File: config.mk
export PLATFORM = sky130hd
export DESIGN_NAME = uart_register_datagram_engine_top
export DESIGN_NICKNAME = d
export VERILOG_FILES = /design/src/sv/urde_pkg.sv /design/src/sv/urde_queue.sv /design/src/sv/urde_front.sv /design/src/sv/urde_back.sv /design/src/sv/uart_register_datagram_engine_top.sv
export SDC_FILE = /design/constraint.sdc
export NUM_CORES = 1
export LEC_CHECK = 0
export BUFFER_PORTS_ARGS = -buffer_cell sky130_fd_sc_hd__buf_2
export CORE_MARGIN = 2
export CORE_UTILIZATION = 53
export CTS_CLUSTER_DIAMETER = 120
export DETAILED_ROUTE_END_ITERATION = 16
export PLACE_DENSITY = 0.75
export SYNTH_ARGS = -nofsm -noshare
export SYNTH_HDL_FRONTEND = slang
export SYNTH_SLANG_ARGS = --single-unit
File: constraint.sdc
create_clock -name clk_i -period 4.1 [get_ports clk_i]
set_clock_uncertainty 0.05 [all_clocks]
set_input_delay 0.82 -clock clk_i [delete_from_list [all_inputs] [get_ports clk_i]]
set_output_delay 0.82 -clock clk_i [all_outputs]
set_load 0.02 [all_outputs]
File: src/sv/urde_pkg.sv
// Shared types, codes and the CRC8 byte update for the UART register datagram engine.
// No dependencies; imported by every module of the block.
package urde_pkg;

  typedef enum logic [1:0] {
    CMD_WRITE = 2'd0,
    CMD_READ  = 2'd1,
    CMD_RX    = 2'd2
  } cmd_e;

  typedef enum logic [2:0] {
    ST_OK     = 3'd0,
    ST_SYNC   = 3'd1,
    ST_MASTER = 3'd2,
    ST_REG    = 3'd3,
    ST_CRC    = 3'd4
  } status_e;

  localparam logic KIND_TX   = 1'b0;
  localparam logic KIND_DONE = 1'b1;

  localparam logic [7:0] SYNC_BYTE   = 8'h05;
  localparam logic [7:0] MASTER_BYTE = 8'hFF;
  localparam logic [7:0] CRC_POLY    = 8'h07;

  // echo lengths in bytes and index of the last reply byte
  localparam logic [3:0] WRITE_LEN  = 4'd8;
  localparam logic [3:0] READ_LEN   = 4'd4;
  localparam logic [3:0] REPLY_LAST = 4'd7;

  // index of the CRC byte in an outgoing frame
  localparam logic [2:0] WR_LAST_IDX = 3'd7;
  localparam logic [2:0] RD_LAST_IDX = 3'd3;

  localparam int Q_DEPTH = 2;
  localparam int Q_AW    = $clog2(Q_DEPTH);

  // one queued job: either a frame to send or a finished transaction
  typedef struct packed {
    logic        is_frame;
    logic        is_write;
    logic [1:0]  node;
    logic [6:0]  reg_addr;
    logic [31:0] data;
    status_e     status;
  } job_t;

  // CRC8, poly 0x07, byte taken LSB first into an MSB-side register
  function automatic logic [7:0] crc_feed(logic [7:0] crc, logic [7:0] b);
    logic [7:0] c;
    c = crc;
    for (int i = 0; i < 8; i++) begin
      if (c[7] ^ b[i]) begin
        c = {c[6:0], 1'b0} ^ CRC_POLY;
      end else begin
        c = {c[6:0], 1'b0};
      end
    end
    return c;
  endfunction

endpackage

File: src/sv/urde_queue.sv
// Two-entry job queue between the front and back parts.
// Depends on urde_pkg (job_t, Q_DEPTH).
module urde_queue import urde_pkg::*; (
  input  logic clk_i,
  input  logic rst_ni,
  input  logic push_i,
  input  job_t job_i,
  input  logic pop_i,
  output logic full_o,
  output logic empty_o,
  output job_t head_o
);

  job_t            mem_q [Q_DEPTH];
  logic [Q_AW-1:0] wr_ptr_q, wr_ptr_d;
  logic [Q_AW-1:0] rd_ptr_q, rd_ptr_d;
  logic [Q_AW:0]   count_q, count_d;

  assign full_o  = (count_q == (Q_AW+1)'(Q_DEPTH));
  assign empty_o = (count_q == '0);
  assign head_o  = mem_q[rd_ptr_q];

  always_comb begin
    wr_ptr_d = wr_ptr_q;
    rd_ptr_d = rd_ptr_q;
    count_d  = count_q;
    if (push_i) begin
      wr_ptr_d = (wr_ptr_q == Q_AW'(Q_DEPTH - 1)) ? '0 : wr_ptr_q + 1'b1;
    end
    if (pop_i) begin
      rd_ptr_d = (rd_ptr_q == Q_AW'(Q_DEPTH - 1)) ? '0 : rd_ptr_q + 1'b1;
    end
    if (push_i && !pop_i) begin
      count_d = count_q + (Q_AW+1)'(1);
    end else if (pop_i && !push_i) begin
      count_d = count_q - (Q_AW+1)'(1);
    end
  end

  always_ff @(posedge clk_i or negedge rst_ni) begin
    if (!rst_ni) begin
      wr_ptr_q <= '0;
      rd_ptr_q <= '0;
      count_q  <= '0;
    end else begin
      wr_ptr_q <= wr_ptr_d;
      rd_ptr_q <= rd_ptr_d;
      count_q  <= count_d;
    end
  end

  always_ff @(posedge clk_i) begin
    if (push_i) begin
      mem_q[wr_ptr_q] <= job_i;
    end
  end

  a_no_overflow: assert property (@(posedge clk_i) disable iff (!rst_ni)
    !(push_i && full_o))
    else $error("queue push while full");

  a_no_underflow: assert property (@(posedge clk_i) disable iff (!rst_ni)
    !(pop_i && empty_o))
    else $error("queue pop while empty");

endmodule

File: src/sv/urde_front.sv
// Front part: accepts requests and received bytes, tracks echo and reply,
// checks the reply and queues jobs. Depends on urde_pkg.
module urde_front import urde_pkg::*; (
  input  logic        clk_i,
  input  logic        rst_ni,
  input  logic        in_valid_i,
  output logic        in_ready_o,
  input  logic [1:0]  cmd_i,
  input  logic [1:0]  node_addr_i,
  input  logic [6:0]  reg_addr_i,
  input  logic [31:0] wdata_i,
  input  logic [7:0]  rx_byte_i,
  input  logic        q_full_i,
  output logic        push_o,
  output job_t        job_o
);

  typedef enum logic [2:0] {
    PH_IDLE  = 3'b001,
    PH_ECHO  = 3'b010,
    PH_REPLY = 3'b100
  } phase_e;

  phase_e      phase_q, phase_d;
  logic [3:0]  cnt_q, cnt_d;
  logic        read_q, read_d;
  logic [6:0]  preg_q, preg_d;
  logic [7:0]  crc_q, crc_d;
  logic [31:0] word_q, word_d;
  status_e     err_q, err_d;

  logic        accept;
  logic        busy;
  logic [3:0]  cnt_inc;
  logic [3:0]  echo_len;
  status_e     fin_err;

  assign in_ready_o = !q_full_i;
  assign accept     = in_valid_i && in_ready_o;
  assign busy       = (phase_q == PH_ECHO) || (phase_q == PH_REPLY);
  assign cnt_inc    = cnt_q + 4'd1;
  assign echo_len   = read_q ? READ_LEN : WRITE_LEN;
  assign fin_err    = ((err_q == ST_OK) && (rx_byte_i != crc_q)) ? ST_CRC : err_q;

  always_comb begin
    phase_d = phase_q;
    cnt_d   = cnt_q;
    read_d  = read_q;
    preg_d  = preg_q;
    crc_d   = crc_q;
    word_d  = word_q;
    err_d   = err_q;
    push_o  = 1'b0;

    job_o.is_frame = 1'b1;
    job_o.is_write = (cmd_i == CMD_WRITE);
    job_o.node     = node_addr_i;
    job_o.reg_addr = reg_addr_i;
    job_o.data     = wdata_i;
    job_o.status   = ST_OK;

    if (accept) begin
      case (cmd_i)
        CMD_WRITE, CMD_READ: begin
          if (!busy) begin
            push_o  = 1'b1;
            phase_d = PH_ECHO;
            cnt_d   = '0;
            read_d  = (cmd_i == CMD_READ);
            preg_d  = reg_addr_i;
            crc_d   = '0;
            word_d  = '0;
            err_d   = ST_OK;
          end
        end
        CMD_RX: begin
          case (phase_q)
            PH_ECHO: begin
              if (cnt_inc < echo_len) begin
                cnt_d = cnt_inc;
              end else begin
                cnt_d = '0;
                if (!read_q) begin
                  // write finished after its echo
                  push_o         = 1'b1;
                  job_o.is_frame = 1'b0;
                  job_o.data     = '0;
                  phase_d        = PH_IDLE;
                end else begin
                  phase_d = PH_REPLY;
                  crc_d   = '0;
                  word_d  = '0;
                  err_d   = ST_OK;
                end
              end
            end
            PH_REPLY: begin
              if (cnt_q < REPLY_LAST) begin
                if (err_q == ST_OK) begin
                  if (cnt_q == 4'd0 && rx_byte_i != SYNC_BYTE) begin
                    err_d = ST_SYNC;
                  end else if (cnt_q == 4'd1 && rx_byte_i != MASTER_BYTE) begin
                    err_d = ST_MASTER;
                  end else if (cnt_q == 4'd2 && rx_byte_i != {1'b0, preg_q}) begin
                    err_d = ST_REG;
                  end
                end
                if (cnt_q >= 4'd3) begin
                  word_d = {word_q[23:0], rx_byte_i};
                end
                crc_d = crc_feed(crc_q, rx_byte_i);
                cnt_d = cnt_inc;
              end else begin
                push_o         = 1'b1;
                job_o.is_frame = 1'b0;
                job_o.status   = fin_err;
                job_o.data     = (fin_err == ST_OK) ? word_q : '0;
                err_d          = fin_err;
                phase_d        = PH_IDLE;
                cnt_d          = '0;
                read_d         = 1'b0;
              end
            end
            default: ;
          endcase
        end
        default: ;
      endcase
    end
  end

  always_ff @(posedge clk_i or negedge rst_ni) begin
    if (!rst_ni) begin
      phase_q <= PH_IDLE;
      cnt_q   <= '0;
      read_q  <= 1'b0;
      preg_q  <= '0;
      crc_q   <= '0;
      word_q  <= '0;
      err_q   <= ST_OK;
    end else begin
      phase_q <= phase_d;
      cnt_q   <= cnt_d;
      read_q  <= read_d;
      preg_q  <= preg_d;
      crc_q   <= crc_d;
      word_q  <= word_d;
      err_q   <= err_d;
    end
  end

  a_reply_is_read: assert property (@(posedge clk_i) disable iff (!rst_ni)
    (phase_q == PH_REPLY) |-> read_q)
    else $error("reply phase without a pending read");

  a_push_in_window: assert property (@(posedge clk_i) disable iff (!rst_ni)
    push_o |-> accept && ((!busy && job_o.is_frame) || (busy && !job_o.is_frame)))
    else $error("job queued outside a valid request or finish");

endmodule

File: src/sv/urde_back.sv
// Back part: serializes queued frames into bytes with a running CRC8 and
// emits finish results through the output register. Depends on urde_pkg.
module urde_back import urde_pkg::*; (
  input  logic        clk_i,
  input  logic        rst_ni,
  input  logic        q_empty_i,
  input  job_t        head_i,
  output logic        pop_o,
  output logic        out_valid_o,
  input  logic        out_ready_i,
  output logic        kind_o,
  output logic [7:0]  tx_byte_o,
  output logic        last_o,
  output logic [2:0]  status_o,
  output logic [31:0] rdata_o
);

  logic        busy_q, busy_d;
  job_t        job_q, job_d;
  logic [2:0]  idx_q, idx_d;
  logic [7:0]  crc_q, crc_d;
  logic        ov_q, ov_d;
  logic        kind_q, kind_d;
  logic [7:0]  tx_q, tx_d;
  logic        last_q, last_d;
  status_e     st_q, st_d;
  logic [31:0] rd_q, rd_d;

  logic        adv;
  logic [2:0]  last_idx;
  logic        at_last;
  logic [7:0]  cur_byte;

  function automatic logic [7:0] frame_byte(job_t j, logic [2:0] idx);
    logic [7:0] b;
    case (idx)
      3'd0:    b = SYNC_BYTE;
      3'd1:    b = {6'd0, j.node};
      3'd2:    b = {j.is_write, j.reg_addr};
      3'd3:    b = j.data[31:24];
      3'd4:    b = j.data[23:16];
      3'd5:    b = j.data[15:8];
      3'd6:    b = j.data[7:0];
      default: b = '0;
    endcase
    return b;
  endfunction

  assign adv      = !ov_q || out_ready_i;
  assign last_idx = job_q.is_write ? WR_LAST_IDX : RD_LAST_IDX;
  assign at_last  = (idx_q == last_idx);
  assign cur_byte = at_last ? crc_q : frame_byte(job_q, idx_q);

  always_comb begin
    busy_d = busy_q;
    job_d  = job_q;
    idx_d  = idx_q;
    crc_d  = crc_q;
    ov_d   = ov_q;
    kind_d = kind_q;
    tx_d   = tx_q;
    last_d = last_q;
    st_d   = st_q;
    rd_d   = rd_q;
    pop_o  = 1'b0;

    if (adv) begin
      ov_d = 1'b0;
      if (busy_q) begin
        ov_d   = 1'b1;
        kind_d = KIND_TX;
        tx_d   = cur_byte;
        last_d = at_last;
        st_d   = ST_OK;
        rd_d   = '0;
        crc_d  = crc_feed(crc_q, cur_byte);
        idx_d  = idx_q + 3'd1;
        if (at_last) begin
          busy_d = 1'b0;
        end
      end else if (!q_empty_i) begin
        pop_o = 1'b1;
        ov_d  = 1'b1;
        if (head_i.is_frame) begin
          // sync byte goes out as the job is taken
          job_d  = head_i;
          busy_d = 1'b1;
          kind_d = KIND_TX;
          tx_d   = SYNC_BYTE;
          last_d = 1'b0;
          st_d   = ST_OK;
          rd_d   = '0;
          crc_d  = crc_feed(8'h00, SYNC_BYTE);
          idx_d  = 3'd1;
        end else begin
          kind_d = KIND_DONE;
          tx_d   = '0;
          last_d = 1'b0;
          st_d   = head_i.status;
          rd_d   = head_i.data;
        end
      end
    end
  end

  always_ff @(posedge clk_i or negedge rst_ni) begin
    if (!rst_ni) begin
      busy_q <= 1'b0;
      idx_q  <= '0;
      ov_q   <= 1'b0;
    end else begin
      busy_q <= busy_d;
      idx_q  <= idx_d;
      ov_q   <= ov_d;
    end
  end

  always_ff @(posedge clk_i) begin
    job_q  <= job_d;
    crc_q  <= crc_d;
    kind_q <= kind_d;
    tx_q   <= tx_d;
    last_q <= last_d;
    st_q   <= st_d;
    rd_q   <= rd_d;
  end

  assign out_valid_o = ov_q;
  assign kind_o      = kind_q;
  assign tx_byte_o   = tx_q;
  assign last_o      = last_q;
  assign status_o    = st_q;
  assign rdata_o     = rd_q;

  a_done_clean: assert property (@(posedge clk_i) disable iff (!rst_ni)
    (ov_q && kind_q == KIND_DONE) |-> (tx_q == 8'h00 && !last_q))
    else $error("finish result carries transmit fields");

  a_no_pop_busy: assert property (@(posedge clk_i) disable iff (!rst_ni)
    pop_o |-> !busy_q)
    else $error("job taken while a frame is still being sent");

endmodule

File: src/sv/uart_register_datagram_engine_top.sv
// Top level of the UART register datagram engine (host side).
// An accepted request is stored in the job queue, then the back part loads its first byte into the
// output register; the frame streams one byte per cycle (8 for a write, 4 for a read) while
// out_ready_i holds. Throughput: one input item per cycle while the job queue has room; the byte
// serializer sets the output pace at one result per cycle while out_ready_i is high. Reset (rst_ni
// low, async) returns to idle, empty queue. Depends on urde_pkg, urde_front, urde_queue and urde_back.
module uart_register_datagram_engine_top import urde_pkg::*; (
  input  logic        clk_i,
  input  logic        rst_ni,
  // input channel
  input  logic        in_valid_i,
  output logic        in_ready_o,
  input  logic [1:0]  cmd_i,
  input  logic [1:0]  node_addr_i,
  input  logic [6:0]  reg_addr_i,
  input  logic [31:0] wdata_i,
  input  logic [7:0]  rx_byte_i,
  // result channel
  output logic        out_valid_o,
  input  logic        out_ready_i,
  output logic        kind_o,
  output logic [7:0]  tx_byte_o,
  output logic        last_o,
  output logic [2:0]  status_o,
  output logic [31:0] rdata_o
);

  // Front part decides everything at accept time (busy checks, echo count,
  // reply checks) and queues a frame job for each request and a finish job at its end.
  logic q_full;
  logic q_empty;
  logic push;
  logic pop;
  job_t push_job;
  job_t head_job;

  urde_front u_front (
    .clk_i       (clk_i),
    .rst_ni      (rst_ni),
    .in_valid_i  (in_valid_i),
    .in_ready_o  (in_ready_o),
    .cmd_i       (cmd_i),
    .node_addr_i (node_addr_i),
    .reg_addr_i  (reg_addr_i),
    .wdata_i     (wdata_i),
    .rx_byte_i   (rx_byte_i),
    .q_full_i    (q_full),
    .push_o      (push),
    .job_o       (push_job)
  );

  // Short queue so the front keeps taking items while frames drain.
  urde_queue u_queue (
    .clk_i   (clk_i),
    .rst_ni  (rst_ni),
    .push_i  (push),
    .job_i   (push_job),
    .pop_i   (pop),
    .full_o  (q_full),
    .empty_o (q_empty),
    .head_o  (head_job)
  );

  // Back part turns each job into transmit bytes (CRC built on the fly)
  // or a single finish result, behind a registered output stage.
  urde_back u_back (
    .clk_i       (clk_i),
    .rst_ni      (rst_ni),
    .q_empty_i   (q_empty),
    .head_i      (head_job),
    .pop_o       (pop),
    .out_valid_o (out_valid_o),
    .out_ready_i (out_ready_i),
    .kind_o      (kind_o),
    .tx_byte_o   (tx_byte_o),
    .last_o      (last_o),
    .status_o    (status_o),
    .rdata_o     (rdata_o)
  );

endmodule

==> results.sh, run 1 <==
export IMPL_final_hold_viol_count=0
export IMPL_synth_edf_count=187
export IMPL_die_w_um=147
export IMPL_maxSlewViolCount=0
export IMPL_vias=6429
export IMPL_max_freq_mhz=321
export IMPL_start_kind="flop"
export IMPL_detail_route_vias_per_cell=5.69
export IMPL_portBuffers=101
export IMPL_cts_made_buffers=26
export IMPL_synth_seq_area_share_pct=67.2
export IMPL_cts_setup_buffers=0
export IMPL_synthFlopType="edfxtp_1"
export IMPL_ctsLongestPathBuffers=3
export IMPL_antenna_found_initial=0
export IMPL_ys_types=51
export IMPL_placementRows=52
export IMPL_area_delta_synth_final_pct=14.6
export IMPL_critPathMaxStageDelay_ns=0.95
export IMPL_cp_end_kind="flop"
export IMPL_cp_max_fo=24
export IMPL_worstPathArrival_ns=3.32
export IMPL_die_area_sq_mm=0.0216
export IMPL_peakVddDrop_v=0.000429
export IMPL_wl_um=23100
export IMPL_cp_num_buf_inv=1
export IMPL_powerDensity_mw_per_mm2=723
export IMPL_cellLeakagePower_nw=4.98
export IMPL_netlist_area_sq_mm=0.0108
export IMPL_postCtsHoldBufs=0
export IMPL_die_h_um=147
export IMPL_crit_family="flip-flops"
export IMPL_grt_pass1_wl_um=35900
export IMPL_io_pins=102
export IMPL_crit_type="reg2reg"
export IMPL_layout_min_cycle_time_ns=3.11
export IMPL_tns_ns=0
export IMPL_firstDrtPassIters=5
export IMPL_clk_pin_slew_ns=0.06
export IMPL_slowest_stage="dfrtp_1"
export IMPL_syn_area_per_cell_sq_um=14.6
export IMPL_timing_final_crit_share_pct=75.9
export IMPL_initial_core_util_pct=53.8
export IMPL_overflow=0
export IMPL_layout_drive_gt1_share_pct=19.8
export IMPL_cts_tree="done"
export IMPL_dpl_hpwl_um=16200
export IMPL_ys_ff_latch=254
export IMPL_num_antenna_cells=0
export IMPL_path_cells="inv_2 > ha_1 > a32oi_1 > o221ai_1 > mux2i_1 > xnor2_1 > xnor3_1 > xnor2_1 > nand2_1"
export IMPL_grt_pass1_vias=6396
export IMPL_drcViolationCount=0
export IMPL_core_area_sq_mm=0.0202
export IMPL_gp_congestion=0.879
export IMPL_grt_start_max_net_pins=48
export IMPL_syn_num_nets=810
export IMPL_final_util_pct=61.7
export IMPL_num_nets_final=908
export IMPL_ys_warnings_count=0
export IMPL_maxCapViolations=0
export IMPL_clock_root_buffer="clkbuf_16"
export IMPL_worstMarginPinSlew_ns=0.923
export IMPL_synthArstFlopShare_pct=26.4
export IMPL_worstSkewPairLatency_ns=0.53
export IMPL_track_usage_pct=21.6
export IMPL_min_path_type="in2async"
export IMPL_cts_resized=0
export IMPL_cpMostUsedCell="xnor2_1"
export IMPL_worst_ep_required_time_ns=4.31
export IMPL_post_drt_wl_per_cell_um=20.4
export IMPL_h_tree_depth=1
export IMPL_slew_limit_headroom_pct=38.5
export IMPL_status="completed"
export IMPL_cts_sinks=254
export IMPL_fillers=1546
export IMPL_drtIter0Drc=499
export IMPL_setup_viol=0
export IMPL_antenna_left=0
export IMPL_rsz0062_at_grt="false"
export IMPL_syn_instance_count=742
per-layer routing:
metal,GRT usage (%),share of wire (%)
met1,29.4,42
met2,36.1,49
met3,3.39,5.2
met4,6.68,3.2
met5,0,0
synth_stat cells (all sizes together) (2+ instances only):
cell | number | area share, %
mux2 | 51 | 5.3
o221ai | 2 | 0.16
xnor2 | 43 | 3.6
nand2b | 5 | 0.29
a211oi | 3 | 0.25
nand2 | 37 | 1.3
a22oi | 2 | 0.14
a21o | 2 | 0.14
nor2b | 5 | 0.29
xor2 | 20 | 1.6
nor3 | 8 | 0.37
nand3 | 10 | 0.46
o211ai | 5 | 0.35
buf | 11 | 0.74
nor4 | 2 | 0.12
inv | 15 | 0.52
a22o | 66 | 5.3
and3 | 34 | 2.0
a21oi | 8 | 0.37
or2 | 2 | 0.12
mux2i | 19 | 1.8
or3 | 2 | 0.12
clkbuf | 32 | 1.1
a32oi | 7 | 0.57
edfxtp | 187 | 52
ha | 13 | 1.5
nor2 | 37 | 1.3
nand4 | 4 | 0.23
and2 | 4 | 0.23
dfrtp | 66 | 15
o31ai | 4 | 0.28
o21ai | 23 | 1.1
path summary, 6_finish.rpt:
check	from	to	slack, ns	cells after the start
max reg2reg	u_back.idx_q[2]$_DFFE_PN0P_	u_back.crc_q[6]$_SDFFCE_PN1P_	0.99	9
max	u_back.idx_q[2]$_DFFE_PN0P_	u_back.crc_q[6]$_SDFFCE_PN1P_	0.99	9
min	rst_ni	u_front.crc_q[4]$_DFFE_PN0P_	0.35	1
max in group asynchronous	rst_ni	u_front.phase_q[0]$_DFFE_PN1P_	2.83	2
min reg2reg	u_front.word_q[31]$_DFFE_PN0P_	u_front.word_q[31]$_DFFE_PN0P_	0.46	1
min in group clk_i	reg_addr_i[4]	u_queue.mem_q[1][39]$_DFFE_PP_	0.46	1
cell usage in the layout (no fill, tap or decap), types with 27 or more instances in the layout:
cell type and count:
edfxtp_1 187, buf_2 101, a22o_1 66, dfrtp_1 65
mux2_1 51, xnor2_1 41, nand2_1 36, nor2_1 34
and3_1 34, clkbuf_16 27
cell type report:
type	count	area, sq um	share of cell area, %
flip-flops and latches	254	7290	58.6
multi-input cells	430	3340	26.8
clock buffers	38	737	5.92
repair buffers	113	596	4.79
well taps	270	338	2.72
clock inverters	10	80.1	0.644
inverters	15	56.3	0.453
cells by family after synthesis:
family	after synthesis	share of synthesized area [%]
and+or+nand+nor	152	6.94
adders and majority gates	13	1.50
muxes	70	7.05
buffers and inverters	58	2.36
xor gates and xnor gates	65	5.65
DFF	254	67.2
AOI/OAI and AO/OA	130	9.27
report_power, final:
part           switching, mW  total, mW  internal, mW
Combinational           1.74       2.93          1.19
Clock                  0.932       2.24          1.31
Sequential             0.298       3.81          3.51
Total                   2.97       8.99          6.02
per-stage QoR:
stage	power (mW)	std cells	worst slack, ns	area [sq um]	hold WS (ns)
floorplan	6.01	742	0.0731	10800	0.405
global placement	6.73	1082	1.07	11600	0.431
detailed placement	6.80	1082	1.02	11600	0.442
CTS	9.04	1130	1.01	12400	0.364
global route	9.49	1130	0.810	12400	0.408
finish	8.99	1130	0.987	12400	0.348
registers in the layout, summed over array words and instances (netlist names), 7 cells and up:
| register | cells |
|---|---|
| u_back.crc_q | 8 |
| u_queue.mem_q | 92 |
| u_back.tx_byte_o | 8 |
| u_front.word_q | 32 |
| u_front.preg_q | 7 |
| u_back.job_q | 42 |
| u_back.rdata_o | 32 |
| u_front.crc_q | 8 |
(Power assumes the default switching activity.)
==> inputs of run 2 (changes only) <==
==> constraint.sdc (replaced) <==
create_clock -name clk_i -period 2.6 [get_ports clk_i]
set_clock_uncertainty 0.05 [all_clocks]
set_input_delay 0.52 -clock clk_i [delete_from_list [all_inputs] [get_ports clk_i]]
set_output_delay 0.52 -clock clk_i [all_outputs]
set_load 0.02 [all_outputs]
==> results.sh, run 2 (synthesis gave the netlist of run 1 again) <==
export IMPL_cts_tree="done"
export IMPL_cellLeakagePower_nw=5.18
export IMPL_min_path_type="in2async"
export IMPL_grt_start_max_net_pins=46
export IMPL_antenna_found_initial=0
export IMPL_core_area_sq_mm=0.0202
export IMPL_grt_pass1_vias=6377
export IMPL_top_regs="u_queue.mem_q (92), u_back.job_q (42)"
export IMPL_p_clk_share_pct=24.3
export IMPL_die_w_um=147
export IMPL_io_pins=102
export IMPL_wl_um=23200
export IMPL_ff2ff_path_depth=10
export IMPL_placementRows=52
export IMPL_initial_core_util_pct=53.8
export IMPL_h_tree_depth=1
export IMPL_area_delta_synth_final_pct=18.4
export IMPL_status="completed"
export IMPL_multi_input_area_sq_mm=0.00343
export IMPL_finalNonFillerCells=1156
export IMPL_firstDrtPassIters=5
export IMPL_post_drt_wl_per_cell_um=20.0
export IMPL_regToRegStartpoint="u_back.idx_q[0]$_DFFE_PN0P_"
export IMPL_track_usage_pct=21.6
export IMPL_regToRegSetupSlack_ns=0.14
export IMPL_layout_area_seq_sq_mm=0.00729
export IMPL_postCtsHoldBufs=0
export IMPL_fillers=1486
export IMPL_layout_min_cycle_time_ns=2.46
export IMPL_finalPower_mw=14.8
export IMPL_worstSetupStartpoint="u_back.idx_q[0]$_DFFE_PN0P_"
export IMPL_slew_limit_headroom_pct=49.1
export IMPL_max_freq_mhz=406
export IMPL_regMostFlops="u_queue.mem_q"
export IMPL_clock_root_buffer="clkbuf_16"
export IMPL_die_area_sq_mm=0.0216
export IMPL_worstPathArrival_ns=2.67
export IMPL_worst_slack_ns=0.137
export IMPL_antenna_left=0
export IMPL_worst_ep_required_time_ns=2.81
export IMPL_layout_drive_gt1_share_pct=23.6
export IMPL_dpl_hpwl_um=15800
export IMPL_final_hold_viol_count=0
export IMPL_internal_power_mw=9.92
export IMPL_die_h_um=147
export IMPL_cts_made_buffers=26
export IMPL_grt_pass1_wl_um=36100
export IMPL_maxCapViolations=0
export IMPL_placed_cells=1104
export IMPL_setup_viol=0
export IMPL_largest_reg_flops=92
export IMPL_portBuffers=101
export IMPL_overflow=0
export IMPL_worstMarginPinSlew_ns=0.763
export IMPL_combPwrFrac_pct=35.0
export IMPL_detail_route_vias_per_cell=5.66
export IMPL_dpl_worst_slack_ns=0.0636
export IMPL_worstSkewPairLatency_ns=0.53
export IMPL_gp_congestion=0.951
export IMPL_clk_pin_slew_ns=0.06
export IMPL_peakVddDrop_v=0.000617
export IMPL_cp_end_kind="flop"
export IMPL_cts_sinks=254
export IMPL_ctsLongestPathBuffers=3
export IMPL_swShare_pct=33.0
export IMPL_drtIter0Drc=477
export IMPL_drcViolationCount=0
export IMPL_crit_type="reg2reg"
export IMPL_start_kind="flop"
export IMPL_crit_path_end="u_back.crc_q[5]$_SDFFCE_PN1P_"
export IMPL_timing_final_crit_share_pct=94.7
export IMPL_powerDensity_mw_per_mm2=1150
export IMPL_seqPwrFrac_pct=40.7
export IMPL_vias=6547
export IMPL_cp_max_fo=5
export IMPL_mostFrequentLayoutCells="187 x edfxtp_1, 101 x buf_2, 66 x a22o_1"
export IMPL_final_util_pct=63.7
export IMPL_maxSlewViolCount=0
export IMPL_timing_rr_end="u_back.crc_q[5]$_SDFFCE_PN1P_"
export IMPL_tns_ns=0
export IMPL_layout_commonest_cell="edfxtp_1"
export IMPL_num_antenna_cells=0
export IMPL_power_switching_mw=4.89
export IMPL_num_nets_final=934
run 2: cell count changes in the layout (fill, tap and decap cells not counted), sizes merged:
| cell | before | now |
|---|---|---|
| buf | 113 | 139 |
| bufinv | 1 | 2 |
| clkbuf | 38 | 36 |
| clkinv | 7 | 9 |
| inv | 16 | 15 |
run 2: final cells by class:
class | instances | share of cell area (%)
clock buffers | 36 | 5.60
clock inverters | 12 | 0.828
inverters | 15 | 0.438
multi-input cells | 430 | 26.7
flip-flops and latches | 254 | 56.8
well taps | 270 | 2.63
repair buffers | 139 | 7.03
run 2: worst min path at each step:
stage | startpoint | to | cells past startpoint
floorplan | rst_ni | u_back.busy_q$_DFFE_PN0N_ | 0
global placement | u_front.err_q[2]$_DFFE_PN0P_ | u_front.err_q[2]$_DFFE_PN0P_ | 1
detailed placement | u_front.err_q[2]$_DFFE_PN0P_ | u_front.err_q[2]$_DFFE_PN0P_ | 1
CTS | rst_ni | u_front.preg_q[0]$_DFFE_PN0P_ | 1
global route | rst_ni | u_front.preg_q[3]$_DFFE_PN0P_ | 1
finish | rst_ni | u_front.preg_q[3]$_DFFE_PN0P_ | 1
run 2: critical path, stage by stage, from the launching register on:
cell and delay, ns:
dfrtp_1 0.42, ha_2 0.23, ha_4 0.18, buf_4 0.14, a32oi_1 0.15, o211ai_1 0.12
mux2i_1 0.24, xnor2_1 0.16, xnor2_1 0.30, xnor2_1 0.16, nand2_1 0.06
run 2: per-layer routing:
metal	part of all wire [%]	global-route usage, %	vias to the layer above
met5	0	0	-
met4	2.1	4.57	0
met3	5.8	3.82	38
met2	48	34.2	227
met1	44	31.8	3245
li1	-	-	3037
run 2: through the flow:
| stage | hold WS [ns] | area (sq um) |
|---|---|---|
| after floorplan | 0.174 | 10900 |
| after global placement | 0.428 | 11900 |
| after detailed placement | 0.431 | 11900 |
| after CTS | 0.0253 | 12700 |
| after global routing | 0.0641 | 12800 |
| final | 0.0129 | 12800 |
run 2: what timing repair did:
action | in CTS | in global routing
setup buffers | 0 | 4
endpoints found under the setup margin | 0 | 57
gates resized for setup | 0 | 16
run 2: power groups by stage:
stage / sequential, mW / combinational, mW / clock [mW]
6_report: 6.03 / 5.18 / 3.61
5_1_grt: 6.11 / 5.66 / 3.81
4_1_cts: 6.01 / 4.96 / 3.65
3_5_place_dp: 6.07 / 4.94 / 0
3_3_place_gp: 6.05 / 4.84 / 0
2_1_floorplan: 6.18 / 3.29 / 0
